==> src/rtl/core/crfd_pkg.sv <==
`timescale 1ns / 1ps

package crfd_pkg;

    localparam int unsigned FRAME_BYTES = 14;
    localparam int unsigned FILL_W      = 4;
    localparam int unsigned BYTE_W      = 8;
    localparam int unsigned UID_W       = 32;
    localparam int unsigned CFG_INDEX_W = 4;

    localparam logic [BYTE_W-1:0] START_MARKER_RESET = 8'h20;
    localparam logic [BYTE_W-1:0] END_MARKER_RESET   = 8'h03;

    typedef logic [BYTE_W-1:0] byte_t;

    typedef struct packed {
        logic             found;
        logic [UID_W-1:0] card_uid;
    } result_t;

    typedef struct packed {
        logic    valid;
        result_t data;
    } result_push_t;

endpackage

==> src/rtl/core/card_reply_frame_deframer_unit.sv <==
`timescale 1ns / 1ps

// Reply frame deframer. Takes one received byte per cycle while not stalled
// and scans the last 14 bytes of the current batch for a frame that opens
// with the start marker, closes with the end marker and carries in byte 12
// the inverted XOR of bytes 1 to 11. The first such frame in a batch gives
// one word with found set and the UID from bytes 8 to 11; a batch that ends
// without one gives one word with found clear and a zero UID. The checksum
// compare is combinational on the window register and the incoming byte,
// ahead of a two-word output buffer that registers each result, and input
// stalls only while both buffer words are held by a stalled output.
// Registers: index 0 is the start marker (reset 0x20), index 1 the end marker
// (reset 0x03); other indexes are ignored, and writes are always ready.

module card_reply_frame_deframer_unit
(
    input  logic                                clk,
    input  logic                                rst_n,
    input  logic                                in_valid,
    output logic                                in_stall,
    input  logic [7:0]                          rx_byte,
    input  logic                                batch_first,
    input  logic                                batch_last,
    output logic                                out_valid,
    input  logic                                out_stall,
    output logic                                found,
    output logic [31:0]                         card_uid,
    input  logic                                cfg_valid,
    output logic                                cfg_ready,
    input  logic [crfd_pkg::CFG_INDEX_W-1:0]    cfg_index,
    input  logic [7:0]                          cfg_data
);

    localparam logic [crfd_pkg::CFG_INDEX_W-1:0] REG_START_MARKER =
        crfd_pkg::CFG_INDEX_W'(0);
    localparam logic [crfd_pkg::CFG_INDEX_W-1:0] REG_END_MARKER   =
        crfd_pkg::CFG_INDEX_W'(1);

    crfd_pkg::byte_t        start_marker_reg;
    crfd_pkg::byte_t        end_marker_reg;
    crfd_pkg::result_push_t push;
    crfd_pkg::result_t      out_data;
    logic                   in_accept;
    logic                   buf_full;

    assign cfg_ready = 1'b1;
    assign in_stall  = buf_full;
    assign in_accept = in_valid && !buf_full;
    assign found     = out_data.found;
    assign card_uid  = out_data.card_uid;

    always_ff @(posedge clk or negedge rst_n)
    begin
        if (!rst_n)
        begin
            start_marker_reg <= crfd_pkg::START_MARKER_RESET;
            end_marker_reg   <= crfd_pkg::END_MARKER_RESET;
        end
        else if (cfg_valid && cfg_ready)
        begin
            case (cfg_index)
                REG_START_MARKER: start_marker_reg <= cfg_data;
                REG_END_MARKER:   end_marker_reg   <= cfg_data;
                default:          ;
            endcase
        end
    end

    crfd_window u_window
    (
        .clk          (clk),
        .rst_n        (rst_n),
        .accept       (in_accept),
        .rx_byte      (rx_byte),
        .batch_first  (batch_first),
        .batch_last   (batch_last),
        .start_marker (start_marker_reg),
        .end_marker   (end_marker_reg),
        .push         (push)
    );

    crfd_out_buf u_out_buf
    (
        .clk       (clk),
        .rst_n     (rst_n),
        .push      (push),
        .full      (buf_full),
        .out_valid (out_valid),
        .out_stall (out_stall),
        .out_data  (out_data)
    );

`ifndef NO_ASSERTIONS
    // The buffer fills its second word only behind a held first word.
    assert property (@(posedge clk) disable iff (!rst_n) in_stall |-> out_valid)
        else $error("input stalled with no result held");

    // A held result word stays unchanged until it is taken.
    assert property (@(posedge clk) disable iff (!rst_n)
        (out_valid && out_stall) |=> (out_valid && $stable(found) && $stable(card_uid)))
        else $error("held result changed before it was taken");

    // A batch without a frame reports a zero UID.
    assert property (@(posedge clk) disable iff (!rst_n)
        (out_valid && !found) |-> (card_uid == 32'd0))
        else $error("nonzero UID on a not-found result");
`endif

endmodule

==> src/rtl/core/crfd_window.sv <==
`timescale 1ns / 1ps

module crfd_window
(
    input  logic                  clk,
    input  logic                  rst_n,
    input  logic                  accept,
    input  crfd_pkg::byte_t       rx_byte,
    input  logic                  batch_first,
    input  logic                  batch_last,
    input  crfd_pkg::byte_t       start_marker,
    input  crfd_pkg::byte_t       end_marker,
    output crfd_pkg::result_push_t push
);

    localparam int unsigned LAST_POS = crfd_pkg::FRAME_BYTES - 1;
    localparam logic [crfd_pkg::FILL_W-1:0] FILL_FULL =
        crfd_pkg::FILL_W'(crfd_pkg::FRAME_BYTES);

    crfd_pkg::byte_t               window_reg [crfd_pkg::FRAME_BYTES];
    logic [crfd_pkg::FILL_W-1:0]   fill_reg;
    logic [crfd_pkg::FILL_W-1:0]   fill_next;
    logic                          done_reg;
    logic                          done_next;
    logic [crfd_pkg::FILL_W-1:0]   fill_base;
    logic [crfd_pkg::FILL_W-1:0]   fill_inc;
    logic                          done_base;
    logic                          frame_ok;
    logic                          hit;
    crfd_pkg::byte_t               check_sum;

    // The frame is checked on the window as it will stand after this word
    // is shifted in, so every position reads one place further along.
    always_comb
    begin
        check_sum = '0;
        for (int i = 2; i <= 12; i++)
        begin
            check_sum = check_sum ^ window_reg[i];
        end
    end

    always_comb
    begin
        fill_base = batch_first ? '0 : fill_reg;
        done_base = batch_first ? 1'b0 : done_reg;
        fill_inc  = (fill_base < FILL_FULL) ? fill_base + 1'b1 : fill_base;
        frame_ok  = (fill_inc == FILL_FULL)
                    && (window_reg[1] == start_marker)
                    && (rx_byte == end_marker)
                    && (~check_sum == window_reg[LAST_POS]);
        hit       = !done_base && frame_ok;

        push.valid = accept && (hit || (batch_last && !done_base));
        push.data.found = hit;
        push.data.card_uid = hit ? {window_reg[9], window_reg[10],
                                    window_reg[11], window_reg[12]} : '0;

        if (batch_last)
        begin
            fill_next = '0;
            done_next = 1'b0;
        end
        else
        begin
            fill_next = fill_inc;
            done_next = done_base || hit;
        end
    end

    always_ff @(posedge clk or negedge rst_n)
    begin
        if (!rst_n)
        begin
            fill_reg <= '0;
            done_reg <= 1'b0;
        end
        else if (accept)
        begin
            fill_reg <= fill_next;
            done_reg <= done_next;
        end
    end

    always_ff @(posedge clk)
    begin
        if (accept)
        begin
            for (int i = 0; i < LAST_POS; i++)
            begin
                window_reg[i] <= window_reg[i + 1];
            end
            window_reg[LAST_POS] <= rx_byte;
        end
    end

endmodule

==> src/rtl/core/crfd_out_buf.sv <==
`timescale 1ns / 1ps

module crfd_out_buf
(
    input  logic                   clk,
    input  logic                   rst_n,
    input  crfd_pkg::result_push_t push,
    output logic                   full,
    output logic                   out_valid,
    input  logic                   out_stall,
    output crfd_pkg::result_t      out_data
);

    logic              main_valid_reg;
    crfd_pkg::result_t main_data_reg;
    logic              skid_valid_reg;
    crfd_pkg::result_t skid_data_reg;
    logic              take;

    assign take      = main_valid_reg && !out_stall;
    assign full      = skid_valid_reg;
    assign out_valid = main_valid_reg;
    assign out_data  = main_data_reg;

    always_ff @(posedge clk or negedge rst_n)
    begin
        if (!rst_n)
        begin
            main_valid_reg <= 1'b0;
            skid_valid_reg <= 1'b0;
        end
        else if (skid_valid_reg)
        begin
            if (take)
            begin
                skid_valid_reg <= 1'b0;
            end
        end
        else if (!main_valid_reg || take)
        begin
            main_valid_reg <= push.valid;
        end
        else if (push.valid)
        begin
            skid_valid_reg <= 1'b1;
        end
    end

    always_ff @(posedge clk)
    begin
        if (skid_valid_reg)
        begin
            if (take)
            begin
                main_data_reg <= skid_data_reg;
            end
        end
        else if (!main_valid_reg || take)
        begin
            main_data_reg <= push.data;
        end
        else if (push.valid)
        begin
            skid_data_reg <= push.data;
        end
    end

endmodule

==> config.mk <==
export PLATFORM = sky130hd
export DESIGN_NAME = card_reply_frame_deframer_unit
export DESIGN_NICKNAME = d
export VERILOG_FILES = /design/src/rtl/core/crfd_pkg.sv /design/src/rtl/core/card_reply_frame_deframer_unit.sv /design/src/rtl/core/crfd_window.sv /design/src/rtl/core/crfd_out_buf.sv
export SDC_FILE = /design/constraint.sdc
export NUM_CORES = 1
export LEC_CHECK = 0
export BUFFER_PORTS_ARGS = -buffer_cell sky130_fd_sc_hd__buf_2
export CORE_UTILIZATION = 55
export CTS_BUF_LIST = sky130_fd_sc_hd__clkbuf_8
export DETAILED_ROUTE_END_ITERATION = 8
export PLACE_DENSITY = 0.74
export REMOVE_ABC_BUFFERS = 1
export SYNTH_ARGS = -nofsm -noshare
export SYNTH_HDL_FRONTEND = slang
export SYNTH_HIERARCHICAL = 1
export SYNTH_SLANG_ARGS = --single-unit
==> constraint.sdc <==
create_clock -name clk -period 14.9 [get_ports clk]
set_clock_uncertainty 0.1 [all_clocks]
set_input_delay 2.235 -clock clk [delete_from_list [all_inputs] [get_ports clk]]
set_output_delay 2.235 -clock clk [all_outputs]
set_load 0.005 [all_outputs]
Word-level counts from Yosys, hierarchy flattened
Memory sizes are Yosys's and may differ from the RTL's.
Index checks and enable logic that the tools add are counted.

cells by class
  add/subtract/negate cells = 1
  order comparisons = 1
  eq/ne operators = 6
  muxes and demuxes = 15
  bitwise operators = 13
  reductions and logical operators = 22

operators with widths
  cell                                                                   number
  33-bit 2-to-1 mux                                                      3
  8-bit bitwise XOR                                                      10
  32-bit 2-to-1 mux                                                      1
  8-bit equality test                                                    3
  4-bit 2-to-1 mux                                                       3
  1-bit logical AND                                                      8
  1-bit 2-to-1 mux                                                       8
  8-bit inverter                                                         1
  2-bit AND reduction                                                    4
  4-bit by 1-bit adder with 4-bit output, second input constant          1
  4-bit by 1-bit equality test with 1-bit output, second input constant  1
  4-bit equality test, second input constant                             1
  1-bit zero test                                                        4
  4-bit zero test                                                        1
  4-bit less-than comparator, second input constant                      1
  1-bit logical OR                                                       3
  3-bit AND reduction                                                    1
  2-bit != test, second input constant                                   1
  1-bit inverter                                                         2
  2-bit nonzero test                                                     1

word-level totals
  register bits = 89
  memory bits (writable) = 112
  input port bits = 27
  output and inout bits = 36
  logic and storage cells = 69
  memories kept = 1

memories
  name                 depth  width  rd ports  clocked after memory_dff  wr ports  line               text
  u_window.window_reg  14     8      13        0                         14        crfd_window.sv:20  crfd_pkg::byte_t window_reg [crfd_pkg::FRAME_BYTES];

Longest topological paths before layout
An unclocked memory read counts as a cell.

  word-level depth = 20
  depth in mapped cells = 10
  mapped depth without buffers = 10

Cells and area by module
Netlist, hierarchy kept.

by module, submodules not included
  module                          instances  cells an instance  area each (um^2)
  crfd_window                     1          284                4772.1
  crfd_out_buf                    1          114                2544.9
  card_reply_frame_deframer_unit  1          39                 691.9

Worst setup path after synthesis
No wires, ideal clock.

  path kind = input -> register
  start point = input in_valid
  end point = register u_out_buf/skid_data_reg[0] in the netlist's numbering, enable pin
  library setup time = 0.464 ns
  arrival time = 10.694 ns
  data required time = 14.336 ns
  setup slack = 3.642 ns
  cell stages on the path = 5
  path buffers = 0
  path through = nor2b_1 -> inv_1 -> a211oi_1 -> inv_1 -> nor3_1

RTL lines
  what                    line                                  text
  start: declaration      card_reply_frame_deframer_unit.sv:19  input logic in_valid,
  end signal: assignment  crfd_out_buf.sv:64                    skid_data_reg <= push.data;
  end: declaration        crfd_out_buf.sv:17                    crfd_pkg::result_t skid_data_reg;

==> impl_metrics.ini <==
[critical_path]
worstReg2RegStart = u_window/fill_reg[1]
worst_setup_path_end_kind = flip-flop
rr_worst_depth = 10
r2r_slack_ns = 11.33
r2r-end = u_out_buf/skid_data_reg[24]
crit_fanout = 33
cp.arrival_ns = 5.05
crit_type = in -> reg
cp.required_ns = 14.91
cp-start-kind = input port

[timing]
tightestPinTransition_ns = 1.222
rsz0062_at_grt = no
setup-tns-final_ns = 0
relSlewSlack = 0.1677
max_freq_mhz = 198.1
fin_crit_sh = 0.3388
maxSlewViolCount = 0
setup_viol = 0
hold_viol_final = 0
fin_crit_ns = 5.048
setup_slack_ns = 9.852

[final_layout]
fill_cells = 1002
largest_reg_flops = 104
n_antenna_cell = 0
finish.net_count = 538
synthToLayoutAreaGrowth_pct = 11.30
drive_gt1_frac = 0.3059

[global_routing]
gr-usage-met1 = 0.2650
grt_overflow = 0
met3_usage = 0.04136
antenna_found_initial = 0
grt_pass1_wl_mm = 19.33
track_usage = 0.1775
grt_pass1_vias = 3610
top_usage_layer = met1
grt_max_degree = 81
use_met2 = 0.2479

[die]
core_area_sq_mm = 0.01404
die-area_sq_mm = 0.01505
rows = 43
io_pins = 63
die_w_um = 122.7
start_util = 0.5703
die_h_um = 122.7

[clock_tree]
numCtsBuffers = 17
htreeDepth = 4
cts_setup_buffers = 0
cts_root_buf = clkbuf_8
cts.sinks = 193
cts_resized = 0
clockBufferDepth = 2
path_clk_slew_ns = 0.09
worstSkewPairLatency_ns = 0.46
cts_tree = done
ctsHoldBuffers = 0

[routing]
routedWlPerCell_um = 17.14
post-route-drc-count = 0
ant_nets = 0
routed_wl_mm = 12.05
drtPass1Iterations = 4
drt_iter0_drc = 327
vias = 3665
vias_per_cell = 5.213

[power_and_ir_drop]
p_leak_nw = 3.301
ir_drop_mv = 0.09741
power_density_mw_per_mm2 = 180.1

[placement]
globalplace.congestion = 0.7611
dpl.hpwl_mm = 7.868
pre_cts_ws_ns = 9.350
numPortBuffers = 61

[logic_synthesis]
synth_warnings = 6
netlist_area_sq_mm = 0.008009
synth_cells = 437
synth-seq-cells = 193
synth_area_per_cell_sq_um = 18.33
yosysSeqAreaShare = 0.7097
synth.distinct_cells = 42

[worst_hold_path]
hold_path_startpoint = u_window/window_reg[0][45]
min_path_type = reg -> reg
whs_path_depth = 0
hold_end = u_window/window_reg[0][37]

[outcome]
outcome = finished clean

[job]
maxCapViolations = 0
-- through the flow --
| stage | instance area (sq um) | std cells | util | hold slack (ns) | power (mW) |
|---|---|---|---|---|---|
| after floorplan | 7910 | 427 | - | 0.3487 | 1.138 |
| after global placement | 8489 | 671 | 0.6046 | 0.3508 | 1.248 |
| after detailed placement | 8489 | 671 | 0.6046 | 0.3571 | 1.260 |
| after CTS | 8914 | 703 | 0.6348 | 0.3723 | 1.624 |
| after global routing | 8914 | 703 | 0.6348 | 0.3846 | 1.687 |
| final | 8914 | 703 | 0.6348 | 0.3739 | 1.605 |
-- power breakdown --
part	leakage, nW	switching (mW)	internal, mW
clock network	0.212	0.177	0.182
logic	1.13	0.174	0.231
registers	1.96	0.0881	0.754
total	3.30	0.439	1.17
-- cell families after synthesis --
group | Yosys count | share of synthesized area
other cells | 1 | 0.0004682
simple gates | 60 | 0.05265
compound gates | 19 | 0.01875
flops | 193 | 0.7097
fa+ha+maj | 1 | 0.001562
buf+inv | 15 | 0.01468
xor+xnor | 96 | 0.1187
mux | 52 | 0.08342
-- synthesized netlist by cell type, drive strengths merged --
master / count / area (sq um)
a2111oi: 2 / 42.54
a211oi: 1 / 7.510
a21boi: 1 / 7.510
a21oi: 5 / 25.02
a22oi: 2 / 15.01
a41oi: 1 / 8.760
and2: 32 / 200.2
and3b: 1 / 8.760
and4b: 1 / 10.01
buf: 10 / 98.84
conb: 1 / 3.750
dfrtp: 20 / 500.5
dfstp: 3 / 78.83
edfxtp: 170 / 5105
ha: 1 / 12.51
inv: 5 / 18.77
mux2: 49 / 638.1
mux2i: 3 / 30.03
nand2: 2 / 7.510
nand2b: 1 / 13.76
nand3: 1 / 5.000
nand4: 5 / 37.53
nand4b: 1 / 8.760
nor2: 5 / 18.77
nor2b: 5 / 38.78
nor3: 2 / 10.01
nor4: 2 / 42.54
o21ai: 4 / 20.01
o2bb2ai: 1 / 8.760
o31ai: 2 / 15.01
or3: 1 / 6.260
or4b: 1 / 13.76
xnor2: 84 / 735.7
xnor3: 8 / 180.2
xor2: 4 / 35.03
-- layout by cell type (no fill, tap or decap), types with 5 or more instances in the layout --
cell	n
mux2_4	23
a21oi_1	5
dfrtp_1	19
buf_2	61
edfxtp_1	170
mux2_2	26
xnor3_1	8
xnor2_1	84
nor2_1	5
clkinv_2	6
and2_1	32
clkbuf_8	17
inv_1	5
-- metal layers --
layer  share of wire  up-vias
met5               0        -
met4           0.018        0
met3           0.034       17
met2            0.43       77
met1            0.51     1823
li1                -     1748
-- critical path: stages --
cell and delay (ns):
buf_2 0.22, nor2b_1 0.12, ha_1 0.33, a22oi_1 0.09, a2111oi_2 0.39, nand4_2 0.19
or3_1 0.43, a211oi_1 0.33, inv_1 0.11, nor3_2 0.17, buf_4 0.43
-- worst max-delay path by stage --
stage,slack (ns),from,depth (start not counted),to
floorplan,3.65,in_valid,5,u_out_buf/skid_data_reg[0]
global placement,9.51,batch_first,11,u_out_buf/skid_data_reg[5]
detailed placement,9.35,batch_first,11,u_out_buf/skid_data_reg[11]
CTS,9.85,batch_first,11,u_out_buf/skid_data_reg[30]
global route,9.66,batch_first,11,u_out_buf/skid_data_reg[24]
finish,9.85,batch_first,11,u_out_buf/skid_data_reg[24]
-- layout make-up --
class	instances	area (sq um)	share of cell area
Clock inverter	15	190.2	0.02134
Inverter	5	18.77	0.002106
Tap cell	180	225.2	0.02527
Clock buffer	17	234.0	0.02625
Multi-Input combinational cell	229	2232	0.2504
Timing Repair Buffer	64	327.8	0.03678
Sequential cell	193	5685	0.6378
(Power assumes the default switching activity.)
